`config.mk`:
```
export PLATFORM = sky130hd
export DESIGN_NAME = crc8_three_frame_packer
export DESIGN_NICKNAME = d
export VERILOG_FILES = /design/src/rtl/c8tfp_pkg.sv /design/src/rtl/c8tfp_emit.sv /design/src/rtl/crc8_three_frame_packer.sv
export SDC_FILE = /design/constraint.sdc
export NUM_CORES = 1
export LEC_CHECK = 0
export ABC_AREA = 1
export BUFFER_PORTS_ARGS = -buffer_cell sky130_fd_sc_hd__buf_2
export CELL_PAD_IN_SITES_DETAIL_PLACEMENT = 1
export CELL_PAD_IN_SITES_GLOBAL_PLACEMENT = 1
export CORE_UTILIZATION = 31
export CTS_CLUSTER_SIZE = 25
export DETAILED_ROUTE_END_ITERATION = 6
export GPL_TIMING_DRIVEN = 0
export PLACE_DENSITY = 0.58
export SYNTH_ARGS = -nofsm -noshare
export SYNTH_HDL_FRONTEND = slang
export SYNTH_SLANG_ARGS = --single-unit
```
`constraint.sdc`:
```
create_clock -name clock -period 2.9 [get_ports clock]
set_input_delay 0.145 -clock clock [delete_from_list [all_inputs] [get_ports clock]]
set_output_delay 0.145 -clock clock [all_outputs]
set_load 0.05 [all_outputs]
```
`src/rtl/c8tfp_pkg.sv`:
```
// ----------------------------------------------------------------------------
// c8tfp_pkg
// Shared types, constants and the crc-8 step function for the three frame
// packer.
// ----------------------------------------------------------------------------
package c8tfp_pkg;

   localparam int unsigned BYTE_W   = 8;
   localparam int unsigned FRAME_W  = 2;
   localparam int unsigned POS_W    = 3;
   localparam int unsigned INDEX_W  = 5;

   localparam logic [INDEX_W-1:0] BLOCK_LAST  = 5'd16;
   localparam logic [INDEX_W-1:0] FRAME1_BASE = 5'd7;
   localparam logic [INDEX_W-1:0] FRAME2_BASE = 5'd14;

   localparam logic [BYTE_W-1:0]  CRC_POLY  = 8'h07;
   localparam logic [BYTE_W-1:0]  HDR_BASE  = 8'h11;
   localparam logic [BYTE_W-1:0]  PAD_BYTE  = 8'h00;

   localparam logic [FRAME_W-1:0] FRAME_0 = 2'd0;
   localparam logic [FRAME_W-1:0] FRAME_1 = 2'd1;
   localparam logic [FRAME_W-1:0] FRAME_2 = 2'd2;

   localparam logic [POS_W-1:0]   POS_HDR = 3'd0;
   localparam logic [POS_W-1:0]   POS_CRC = 3'd7;

   // step through the results of one transaction
   typedef enum logic [2:0] {
      SEQ_HDR  = 3'd0,
      SEQ_DATA = 3'd1,
      SEQ_PAD0 = 3'd2,
      SEQ_PAD1 = 3'd3,
      SEQ_PAD2 = 3'd4,
      SEQ_CRC  = 3'd5
   } seq_type;

   typedef struct packed {
      logic [BYTE_W-1:0]  data;
      logic [FRAME_W-1:0] frame;
      logic [POS_W-1:0]   pos;
      logic               hdr;
      logic               tail;
      logic [BYTE_W-1:0]  crc;
   } item_type;

   function automatic logic [BYTE_W-1:0] crc8_update(input logic [BYTE_W-1:0] crc,
                                                     input logic [BYTE_W-1:0] b);
      logic [BYTE_W-1:0] c;
      c = crc ^ b;
      for (int k = 0; k < BYTE_W; k++) begin
         if (c[BYTE_W-1]) begin
            c = {c[BYTE_W-2:0], 1'b0} ^ CRC_POLY;
         end else begin
            c = {c[BYTE_W-2:0], 1'b0};
         end
      end
      return c;
   endfunction

endpackage

```
`src/rtl/c8tfp_emit.sv`:
```
// ----------------------------------------------------------------------------
// c8tfp_emit
// Holds one decoded transaction and plays out its frame bytes (header,
// payload byte, pad bytes, crc) into the result register.
// ----------------------------------------------------------------------------
module c8tfp_emit (
   input  logic                       clock,
   input  logic                       reset,
   input  logic                       item_valid,
   input  c8tfp_pkg::item_type        item,
   output logic                       item_stall,
   output logic                       rsp_valid,
   input  logic                       rsp_stall,
   output logic [c8tfp_pkg::BYTE_W-1:0]  rsp_out_byte,
   output logic [c8tfp_pkg::FRAME_W-1:0] rsp_frame_number,
   output logic [c8tfp_pkg::POS_W-1:0]   rsp_byte_position,
   output logic                       rsp_run_last
);
   import c8tfp_pkg::*;

   logic              hold_valid_ff;
   item_type          hold_ff;
   seq_type           seq_ff;
   seq_type           seq_in;

   logic              rsp_valid_ff;
   logic [BYTE_W-1:0] byte_ff;
   logic [FRAME_W-1:0] frame_ff;
   logic [POS_W-1:0]  pos_ff;
   logic              last_ff;

   logic              out_load;
   logic              emit;
   logic              is_last;
   logic              take_item;
   logic [BYTE_W-1:0] byte_in;
   logic [FRAME_W-1:0] frame_in;
   logic [POS_W-1:0]  pos_in;

   assign out_load  = !rsp_valid_ff || !rsp_stall;
   assign emit      = hold_valid_ff && out_load;
   assign is_last   = (seq_ff == SEQ_DATA && !hold_ff.tail) || (seq_ff == SEQ_CRC);
   assign take_item = !hold_valid_ff || (emit && is_last);
   assign item_stall = !take_item;
   assign seq_in    = seq_type'(3'(seq_ff + 3'd1));

   always_comb begin
      byte_in  = PAD_BYTE;
      frame_in = FRAME_2;
      pos_in   = POS_HDR;
      unique case (seq_ff)
         SEQ_HDR: begin
            byte_in  = HDR_BASE + BYTE_W'(hold_ff.frame);
            frame_in = hold_ff.frame;
            pos_in   = POS_HDR;
         end
         SEQ_DATA: begin
            byte_in  = hold_ff.data;
            frame_in = hold_ff.frame;
            pos_in   = hold_ff.pos;
         end
         SEQ_PAD0, SEQ_PAD1, SEQ_PAD2: begin
            // pad bytes sit at positions 4..6 of frame 2
            byte_in  = PAD_BYTE;
            frame_in = FRAME_2;
            pos_in   = 3'(seq_ff + 3'd2);
         end
         SEQ_CRC: begin
            byte_in  = hold_ff.crc;
            frame_in = FRAME_2;
            pos_in   = POS_CRC;
         end
         default: begin
            byte_in  = PAD_BYTE;
            frame_in = FRAME_2;
            pos_in   = POS_HDR;
         end
      endcase
   end

   always_ff @(posedge clock) begin
      if (reset) begin
         hold_valid_ff <= 1'b0;
         seq_ff        <= SEQ_HDR;
      end else if (take_item) begin
         hold_valid_ff <= item_valid;
         if (item_valid) begin
            seq_ff <= item.hdr ? SEQ_HDR : SEQ_DATA;
         end
      end else if (emit) begin
         seq_ff <= seq_in;
      end
   end

   always_ff @(posedge clock) begin
      if (take_item && item_valid) begin
         hold_ff <= item;
      end
   end

   always_ff @(posedge clock) begin
      if (reset) begin
         rsp_valid_ff <= 1'b0;
      end else if (out_load) begin
         rsp_valid_ff <= emit;
      end
   end

   always_ff @(posedge clock) begin
      if (emit) begin
         byte_ff  <= byte_in;
         frame_ff <= frame_in;
         pos_ff   <= pos_in;
         last_ff  <= is_last;
      end
   end

   assign rsp_valid         = rsp_valid_ff;
   assign rsp_out_byte      = byte_ff;
   assign rsp_frame_number  = frame_ff;
   assign rsp_byte_position = pos_ff;
   assign rsp_run_last      = last_ff;

endmodule

```
`src/rtl/crc8_three_frame_packer.sv`:
```
// ----------------------------------------------------------------------------
// crc8_three_frame_packer
// Packs 17-byte payload blocks into three 8-byte frames with headers, zero
// pad and a crc-8 (poly 0x07) over the payload.
// ----------------------------------------------------------------------------
//  channel | ports                                   | direction
//  req     | req_valid, req_stall, req_data_byte     | in (stall out)
//  rsp     | rsp_valid, rsp_stall, rsp_out_byte,     | out (stall in)
//          | rsp_frame_number, rsp_byte_position,    |
//          | rsp_run_last                            |
//
// one result leaves per cycle while a result is held and rsp_stall is low;
// most bytes give one result, bytes 0, 7 and 14 give two (header first) and
// byte 16 gives five, so a block of 17 bytes gives 24 results.
// a taken transaction is held in the emitter, then its results are registered.
// synchronous reset clears the block position, the crc and both valids.
// rsp_stall holds the result register; the next transaction is taken as
// soon as the held one hands over its last result.
// ----------------------------------------------------------------------------
module crc8_three_frame_packer (
   input  logic                          clock,
   input  logic                          reset,
   input  logic                          req_valid,
   output logic                          req_stall,
   input  logic [c8tfp_pkg::BYTE_W-1:0]  req_data_byte,
   output logic                          rsp_valid,
   input  logic                          rsp_stall,
   output logic [c8tfp_pkg::BYTE_W-1:0]  rsp_out_byte,
   output logic [c8tfp_pkg::FRAME_W-1:0] rsp_frame_number,
   output logic [c8tfp_pkg::POS_W-1:0]   rsp_byte_position,
   output logic                          rsp_run_last
);
   import c8tfp_pkg::*;

   logic [INDEX_W-1:0] index_ff;
   logic [INDEX_W-1:0] index_in;
   logic [BYTE_W-1:0]  crc_ff;
   logic [BYTE_W-1:0]  crc_in;

   logic               accept;
   logic               item_stall;
   logic [INDEX_W-1:0] p;
   logic [BYTE_W-1:0]  crc_base;
   logic [BYTE_W-1:0]  crc_next;
   item_type           item;

   assign req_stall = item_stall;
   assign accept    = req_valid && !item_stall;

   always_comb begin
      // an index past the block end restarts the block
      if (index_ff > BLOCK_LAST) begin
         p        = '0;
         crc_base = '0;
      end else begin
         p        = index_ff;
         crc_base = crc_ff;
      end
      crc_next = crc8_update(crc_base, req_data_byte);

      item.data = req_data_byte;
      item.crc  = crc_next;
      item.tail = (p == BLOCK_LAST);
      if (p < FRAME1_BASE) begin
         item.frame = FRAME_0;
         item.pos   = POS_W'(p + 5'd1);
      end else if (p < FRAME2_BASE) begin
         item.frame = FRAME_1;
         item.pos   = POS_W'(p - 5'd6);
      end else begin
         item.frame = FRAME_2;
         item.pos   = POS_W'(p - 5'd13);
      end
      item.hdr = (item.pos == 3'd1);

      if (p == BLOCK_LAST) begin
         index_in = '0;
         crc_in   = '0;
      end else begin
         index_in = INDEX_W'(p + 5'd1);
         crc_in   = crc_next;
      end
   end

   always_ff @(posedge clock) begin
      if (reset) begin
         index_ff <= '0;
         crc_ff   <= '0;
      end else if (accept) begin
         index_ff <= index_in;
         crc_ff   <= crc_in;
      end
   end

   c8tfp_emit u_emit (
      .clock             (clock),
      .reset             (reset),
      .item_valid        (req_valid),
      .item              (item),
      .item_stall        (item_stall),
      .rsp_valid         (rsp_valid),
      .rsp_stall         (rsp_stall),
      .rsp_out_byte      (rsp_out_byte),
      .rsp_frame_number  (rsp_frame_number),
      .rsp_byte_position (rsp_byte_position),
      .rsp_run_last      (rsp_run_last)
   );

endmodule
```
# Word level (Yosys, flattened, before mapping)
# Cells that the tools add are included.
# totals
reg_bits	54
input_bits	12
wordCells	77
# classes
n_addsub	6
magnitude_cmp	3
n_eq_ne	8
mux	20
bitwise	9
reduce_logical	17
# ops
operator	count
two-way mux 3 bit	12
NOT 3 bit	8
case mux 8 bit (3 select lines)	1
two-way mux 8 bit	2
two-way mux 5 bit	3
case mux 3 bit (3 select lines)	1
XOR 8 bit	1
adder 5 x 2 -> 6 bit (first input constant)	1
equality test 3 x 1 -> 1 bit (second input constant)	2
equality test 3 x 2 -> 1 bit (second input constant)	2
equality test 3 bit (second input constant)	2
subtractor 3 bit (second input constant)	2
adder 5 x 1 -> 5 bit (second input constant)	1
equality test 5 bit (second input constant)	1
greater-than comparator 5 bit (second input constant)	1
zero test 1 bit	5
less-than comparator 5 x 3 -> 1 bit (second input constant)	1
less-than comparator 5 x 4 -> 1 bit (second input constant)	1
logical AND 1 bit	4
adder 3 x 1 -> 3 bit (second input constant)	1
adder 3 x 2 -> 3 bit (second input constant)	1
zero test 3 bit	1
logical OR 1 bit	3
OR reduction 3 bit	1
5 further kinds	5

# Depth between registers and ports, before layout
# Gate-level depths: netlist (run 1).
# depth
ltp_word	20
mapped_depth	16
mapped_depth_nobuf	15

# Modules after synthesis
# A second synthesis (run 1) with hierarchy kept.
# hier_totals
cells_unflattened	309
area_unflattened_um2	2971.6
# by_module_without_submodules
mod	instances	cells_each	area_each_um2
c8tfp_emit	1	120	1664.1
crc8_three_frame_packer	1	189	1307.5

# Least setup slack after synthesis (run 1)
# OpenSTA, ideal clock, no wires.
# synth_timing
path_type	flip-flop to flip-flop
start	reg u_emit.seq_ff[1]
end	reg crc_ff[5]
setup_ns	0.070
t_arrival_ns	2.128
required_time_ns	2.830
setup_slack_ns	0.701
path_stages_with_launch	14
period_less_slack_ns	2.199
path_cell_list	dfxtp_1 -> inv_1 -> ha_1 -> inv_1 -> a21oi_2 -> inv_2 -> o21ai_4 -> inv_2 -> nor2_4 -> inv_2 -> nor2_4 -> buf_6 -> nand3_1 -> a21oi_1
# synth_via
elab_chain_cells	6
# synth_rtl
item	line_no	source
from (decl)	c8tfp_emit.sv:23	seq_type seq_ff;
from (signal assigned)	c8tfp_emit.sv:88	seq_ff <= item.hdr ? SEQ_HDR : SEQ_DATA;
from (signal assigned)	c8tfp_emit.sv:91	seq_ff <= seq_in;
equality test 3 x 1 -> 1 bit	c8tfp_emit.sv:42	assign is_last = (seq_ff == SEQ_DATA && !hold_ff.tail) || (seq_ff == SEQ_CRC);
logical AND 1 bit	c8tfp_emit.sv:42	
logical OR 1 bit (*)	c8tfp_emit.sv:42	
named net u_emit.is_last	c8tfp_emit.sv:34	logic is_last;
logical AND 1 bit (*)	c8tfp_emit.sv:43	assign take_item = !hold_valid_ff || (emit && is_last);
logical OR 1 bit (*)	c8tfp_emit.sv:43	
logical AND 1 bit (*)	crc8_three_frame_packer.sv:48	assign accept = req_valid && !item_stall;
named net accept	crc8_three_frame_packer.sv:40	logic accept;
to (signal assigned)	crc8_three_frame_packer.sv:91	crc_ff <= crc_in;
to (decl)	crc8_three_frame_packer.sv:37	logic [BYTE_W-1:0] crc_ff;
# Mark *: on every way through the listed nets, which the timed path passes. The rest lies on a longest branch.
# A chain may end at the register's enable or synchronous reset.

# Worst setup path in the final report (run 1)
# layout_timing
start	reg u_emit.seq_ff[1]
end	reg index_ff[3]
# layout_via
elab_chain_cells	6
# layout_rtl
item	line_no	source
equality test 3 x 1 -> 1 bit	c8tfp_emit.sv:42	
logical AND 1 bit	c8tfp_emit.sv:42	
logical OR 1 bit (*)	c8tfp_emit.sv:42	
named net u_emit.is_last	c8tfp_emit.sv:34	
logical AND 1 bit (*)	c8tfp_emit.sv:43	
logical OR 1 bit (*)	c8tfp_emit.sv:43	
logical AND 1 bit (*)	crc8_three_frame_packer.sv:48	
named net accept	crc8_three_frame_packer.sv:40	
to (signal assigned)	crc8_three_frame_packer.sv:90	index_ff <= index_in;
to (decl)	crc8_three_frame_packer.sv:35	logic [INDEX_W-1:0] index_ff;
# Marked as above.

==> results of run 1 <==
-- cells by family (layout without fill, tap and decap cells) --
logic type | count (synthesis) | count (layout) | synth area share [%]
xor+xnor | 11 | 11 | 3.83
compound gates | 33 | 33 | 7.11
buf+inv | 43 | 77 | 6.51
simple gates | 164 | 165 | 25.7
fa+ha+maj | 8 | 8 | 3.69
flops | 54 | 54 | 53.2
-- through the flow --
stage | hold slack (ns) | cells | area [µm²] | utilization, %
after floorplan | 0.244 | 313 | 2710 | -
after global placement | 0.366 | 444 | 2970 | 35.6
after detailed placement | 0.366 | 444 | 2970 | 35.6
after CTS | 0.0417 | 452 | 3060 | 36.7
after global routing | 0.0424 | 453 | 3070 | 36.8
final | 0.0467 | 453 | 3070 | 36.8
-- area by class of cell --
| type | instances | area (µm²) |
|---|---|---|
| fill | 1013 | 5270 |
| buffer | 7 | 41.3 |
| multi-input combinational | 217 | 1100 |
| sequential | 54 | 1440 |
| clock inverter | 3 | 20.0 |
| tap | 105 | 131 |
| inverter | 36 | 135 |
| timing repair buffer | 26 | 130 |
| clock buffer | 5 | 68.8 |
-- cell usage after synthesis, types with 3 or more instances --
| master | instances | area share, % |
|---|---|---|
| nor2_1 | 14 | 1.9 |
| a21oi_1 | 21 | 3.9 |
| inv_2 | 4 | 0.55 |
| o21ai_0 | 5 | 0.92 |
| and2_1 | 5 | 1.2 |
| edfxtp_1 | 36 | 40 |
| clkbuf_1 | 5 | 0.69 |
| ha_1 | 8 | 3.7 |
| nand2_1 | 106 | 15 |
| inv_1 | 32 | 4.4 |
| nand3_1 | 32 | 5.9 |
| dfxtp_1 | 18 | 13 |
| xnor2_1 | 3 | 0.97 |
| xor2_1 | 7 | 2.3 |
-- worst max-delay path, cell delays in order, from the launching register on --
cell,delay (ns)
dfxtp_1,0.36
inv_1,0.13
ha_1,0.21
inv_1,0.08
a21oi_2,0.16
inv_2,0.08
o21ai_4,0.15
inv_2,0.10
nor2_4,0.33
inv_2,0.16
clkbuf_1,0.32
nand2_1,0.14
a21oi_1,0.07
-- layer usage --
layer | GRT usage [%] | up-vias | routed length, µm
met4 | 3.86 | 0 | 73
met2 | 21.9 | 24 | 2730
li1 | - | 1081 | -
met5 | 0 | - | 0
met3 | 2.87 | 6 | 128
met1 | 19.8 | 926 | 3000
-- state kept, by name (all words and copies together) (netlist names) --
register	count
u_emit.rsp_out_byte	8
u_emit.hold_ff	22
crc_ff	8
u_emit.rsp_byte_position	3
index_ff	5
u_emit.rsp_valid	1
u_emit.rsp_run_last	1
u_emit.seq_ff	3
u_emit.rsp_frame_number	2
u_emit.hold_valid_ff	1
-- report_power, final --
group	internal [mW]	switching, mW	total (mW)	leakage [nW]
sequential	0.921	0.0325	0.953	0.492
clock	0.171	0.258	0.429	0.0422
combinational	0.137	0.311	0.449	0.817
total	1.23	0.602	1.83	1.35
-- how the worst max path moves through the flow --
stage                               endpoint  slack [ns]  cells past startpoint
floorplan             crc_ff[5]$_SDFFE_PP0P_        0.70                     13
global placement      crc_ff[3]$_SDFFE_PP0P_        0.22                     12
detailed placement  index_ff[3]$_SDFFE_PP0P_        0.21                     12
CTS                 index_ff[3]$_SDFFE_PP0P_        0.18                     12
global route        index_ff[3]$_SDFFE_PP0P_        0.19                     12
finish              index_ff[3]$_SDFFE_PP0P_        0.48                     12
==> impl_metrics.tcl, run 1 <==
set metrics [dict create \
    dp_slack_ns 0.213 \
    cts.path.max_buffers 2 \
    post_cts_resized 0 \
    placement_rows 33 \
    die-area_um2 9120 \
    synth_cell_types 29 \
    synth_nets 333 \
    syn_to_final_growth_pct 13.2 \
    yosysWarnings 0 \
    die_h_um 95.5 \
    die_w_um 95.5 \
    path_class "reg -> reg" \
    insertion_delay_ns 0.31 \
    routedWlPerCell_um 13.1 \
    first_pass_iters 4 \
    detail_route.wirelength_mm 5.93 \
    cts_hold_repair.buffers 0 \
    synthCells 313 \
    crit_path_start_kind "register" \
    hold_end "u_emit.hold_ff[20]$_DFFE_PP_" \
    start_util_pct 32.5 \
    finalSetupViolCount 0 \
    postCtsSetupBuffers 0 \
    pin_count 28 \
    final_cell_mix "nand2_1, edfxtp_1, inv_1, nand3_1, buf_2" \
    grt_antenna_before_repair 0 \
    drc 0 \
    fin_total_pwr_mw 1.83 \
    hold_path.class "in -> reg" \
    finClkSkew_ns 0.0104 \
    ys_seq_area_share_pct 53.2 \
    grt_pass1_vias 1939 \
    ir_worst_vdd_uv 178 \
    status "finished, final reports clean" \
    r2r_setup_slack_ns 0.48 \
    ant_nets 0 \
    drv_slew 0 \
    rsz0062_at_grt "false" \
    gr-usage-all-layers_pct 14.1 \
    dp.final_hpwl_mm 4.57 \
    drt_iter0_markers 35 \
    grt_max_degree 25 \
    synthArstFlopShare_pct 0 \
    endpoint_kind "register" \
    cp-startpoint "u_emit.seq_ff[1]$_SDFFE_PP0P_" \
    place_congestion 0.840 \
    clkTransAtPathRegs_ns 0.10 \
    hold_viol_final 0 \
    post-route-period-util_pct 83.5 \
    coreArea_um2 8340 \
    fin_tns_setup_ns 0 \
    avgSynthCellArea_um2 8.66 \
    min_path_cells 1 \
    reg2reg_to "index_ff[3]$_SDFFE_PP0P_" \
    crit_fanout 12 \
    cts_tree "built" \
    critPathRequiredTime_ns 3.07 \
    worst_slack_ns 0.478 \
    antenna_cells 0 \
    fmax_mhz 413 \
    htreeDepth 2 \
    cp.arrival_ns 2.60 \
    r2r_start "u_emit.seq_ff[1]$_SDFFE_PP0P_" \
    clock_sinks 54 \
    ys_ff_latch 54 \
    period_minus_slack_ns 2.42 \
    max-cap-violations 0 \
    grt_pass1_wl_mm 9.73 \
    relSlewSlack_pct 17.8 \
    ys.flop_type "edfxtp_1" \
    synth_edf_count 36 \
    power.density_nw_per_um2 597 \
    cts-root-buf "clkbuf_8" \
    p_leak_nw 1.35 \
    holdCritStartpoint "req_data_byte[5]" \
    worst_pin_slew_ns 1.23 \
    final_common_cell "nand2_1" \
    grt_overflow_total 0 \
    routed_via_density 4.50 \
    drive_gt1_share_pct 14.1 \
    cts_buffers 5 \
    synth_area_um2 2710 \
    port_buffers 26 \
    ff2ff_path_depth 12 \
    vias 2037 \
    layout.nets 367 \
]
(Power assumes the default switching activity.)
==> inputs of run 2 (changes only) <==
Clock period 2.9 ns to 2.4 ns, I/O delays scaled along.
==> run 2 against run 1 <==
- sequential cell count is the same
- sequential share of layout area is 0.24 points lower
- die area is the same
- via count is 0.34% higher
- critical path depth increased by 3
- final area rose by 0.78%
- first-iteration DRC count up 31%
- clock-buffer cell count unchanged
- sequential power rose by 21%
- critical endpoint is now u_emit.seq_ff[0]$_SDFFE_PP0P_
- maximum frequency grew 11%
==> impl_metrics.tcl, run 2 (synthesis gave the netlist of run 1 again) <==
set metrics [dict create \
    grt_overflow_total 0 \
    rsz0062_at_grt "true" \
    ant_nets 0 \
    regMostFlops "u_emit.hold_ff" \
    start_util_pct 32.5 \
    ir_worst_vdd_uv 217 \
    fill_cells 1013 \
    hold_ws_ns 0.0231 \
    die-area_um2 9120 \
    routedWlPerCell_um 13.1 \
    syn_to_final_growth_pct 14.0 \
    power.density_nw_per_um2 719 \
    ff2ff_path_depth 15 \
    die_h_um 95.5 \
    grt_antenna_before_repair 0 \
    cp.arrival_ns 2.39 \
    max-cap-violations 0 \
    clkTransAtPathRegs_ns 0.10 \
    place_congestion 0.840 \
    relSlewSlack_pct 49.8 \
    port_buffers 26 \
    status "finished, final reports clean" \
    antenna_cells 0 \
    post-route-period-util_pct 91.2 \
    final_cell_mix "nand2_1, edfxtp_1, inv_1, nand3_1, buf_2" \
    drc 0 \
    hold_viol_final 0 \
    fmax_mhz 457 \
    first_pass_iters 4 \
    fin_tns_setup_ns 0 \
    grt_pass1_vias 1960 \
    crit_path_start_kind "register" \
    critPathRequiredTime_ns 2.60 \
    worst_pin_slew_ns 0.752 \
    finalSetupViolCount 0 \
    p_leak_nw 1.36 \
    worst_slack_ns 0.212 \
    htreeDepth 2 \
    crit_fanout 10 \
    post-route-cell-area_um2 3090 \
    cts_tree "built" \
    placement_rows 33 \
    endpoint_kind "register" \
    insertion_delay_ns 0.31 \
    grt_max_degree 18 \
    drive_gt1_share_pct 16.6 \
    pin_count 28 \
    final_common_cell "nand2_1" \
    coreArea_um2 8340 \
    cts.path.max_buffers 2 \
    grt_pass1_wl_mm 9.89 \
    layout.nets 368 \
    routed_via_density 4.50 \
    drv_slew 0 \
    hold_path.class "in -> reg" \
    dp.final_hpwl_mm 4.57 \
    min_path_cells 1 \
    largest_reg_flops 22 \
    die_w_um 95.5 \
    dp_slack_ns -0.287 \
    period_minus_slack_ns 2.19 \
    clock_sinks 54 \
    placed_area_um2 2970 \
    cts-root-buf "clkbuf_8" \
    finClkSkew_ns 0.0109 \
    cts_buffers 5 \
    vias 2044 \
    gr-usage-all-layers_pct 14.4 \
    drt_iter0_markers 46 \
    fin_cells 454 \
    cts_hold_repair.buffers 0 \
    detail_route.wirelength_mm 5.97 \
    path_class "reg -> reg" \
    dpl.cell_count 444 \
]
## run 2: changes by cell type in the layout (fill, tap and decap cells not counted)
cell      delta
a21oi_1      -1
clkbuf_2     +1
nor2_1       -2
a21oi_2      +1
dfxtp_1      -3
dfxtp_2      +3
clkbuf_1     -1
nand2_1      -1
nor2_2       +2
nand2_2      +1
buf_4        +1
## run 2: worst paths after layout
check	from	to	slack, ns
worst max-delay path	index_ff[2]$_SDFFE_PP0P_	u_emit.seq_ff[0]$_SDFFE_PP0P_	0.21
worst min-delay path	req_data_byte[5]	u_emit.hold_ff[20]$_DFFE_PP_	0.02
worst max register to register	index_ff[2]$_SDFFE_PP0P_	u_emit.seq_ff[0]$_SDFFE_PP0P_	0.21
worst min register to register	crc_ff[5]$_SDFFE_PP0P_	crc_ff[5]$_SDFFE_PP0P_	0.48
## run 2: per-stage QoR
step	utilization [%]	power [mW]
after floorplan	-	1.58
after global placement	35.6	1.71
after detailed placement	35.6	1.72
after CTS	36.9	2.25
after global routing	37.1	2.36
final	37.1	2.22
## run 2: where the power goes
group	total (mW)	internal (mW)	leakage [nW]	switching [mW]
Sequential	1.15	1.11	0.494	0.0396
Combinational	0.547	0.169	0.827	0.378
Clock	0.522	0.206	0.0422	0.315
Total	2.22	1.49	1.36	0.733
## run 2: timing repair
action | CTS | global route
cloned | 1 | 0
buffers inserted | 1 | 0
endpoints found under the setup margin | 16 | 8
pin swaps | 1 | 0
gates resized for setup | 0 | 9
## run 2: cell type report
cell class                 count  area [µm²]  area share, %
clock inverter                 3        20.0          0.648
timing repair buffer          27         138           4.45
buffer                         7        42.5           1.38
tap                          105         131           4.25
sequential                    54        1450           46.7
clock buffer                   5        68.8           2.23
multi-input combinational    217        1110           35.9
inverter                      36         135           4.37
## run 2: critical path: stages (launching register included)
cell,delay [ns]
dfxtp_1,0.33
nor2_1,0.15
nand2_1,0.08
nand2_2,0.16
buf_6,0.18
nand2_2,0.09
inv_1,0.07
ha_1,0.16
nand2_1,0.08
inv_1,0.10
nor2_2,0.06
nor2_2,0.19
xor2_1,0.20
nand3_1,0.10
nand2_1,0.08
a21oi_1,0.06
## run 2: metal layers
layer,vias to the layer above,global-route usage [%],routed length (µm)
li1,1085,-,-
met1,932,19.8,3010
met2,21,22.9,2760
met3,6,2.87,121
met4,0,3.86,76
met5,-,0,0
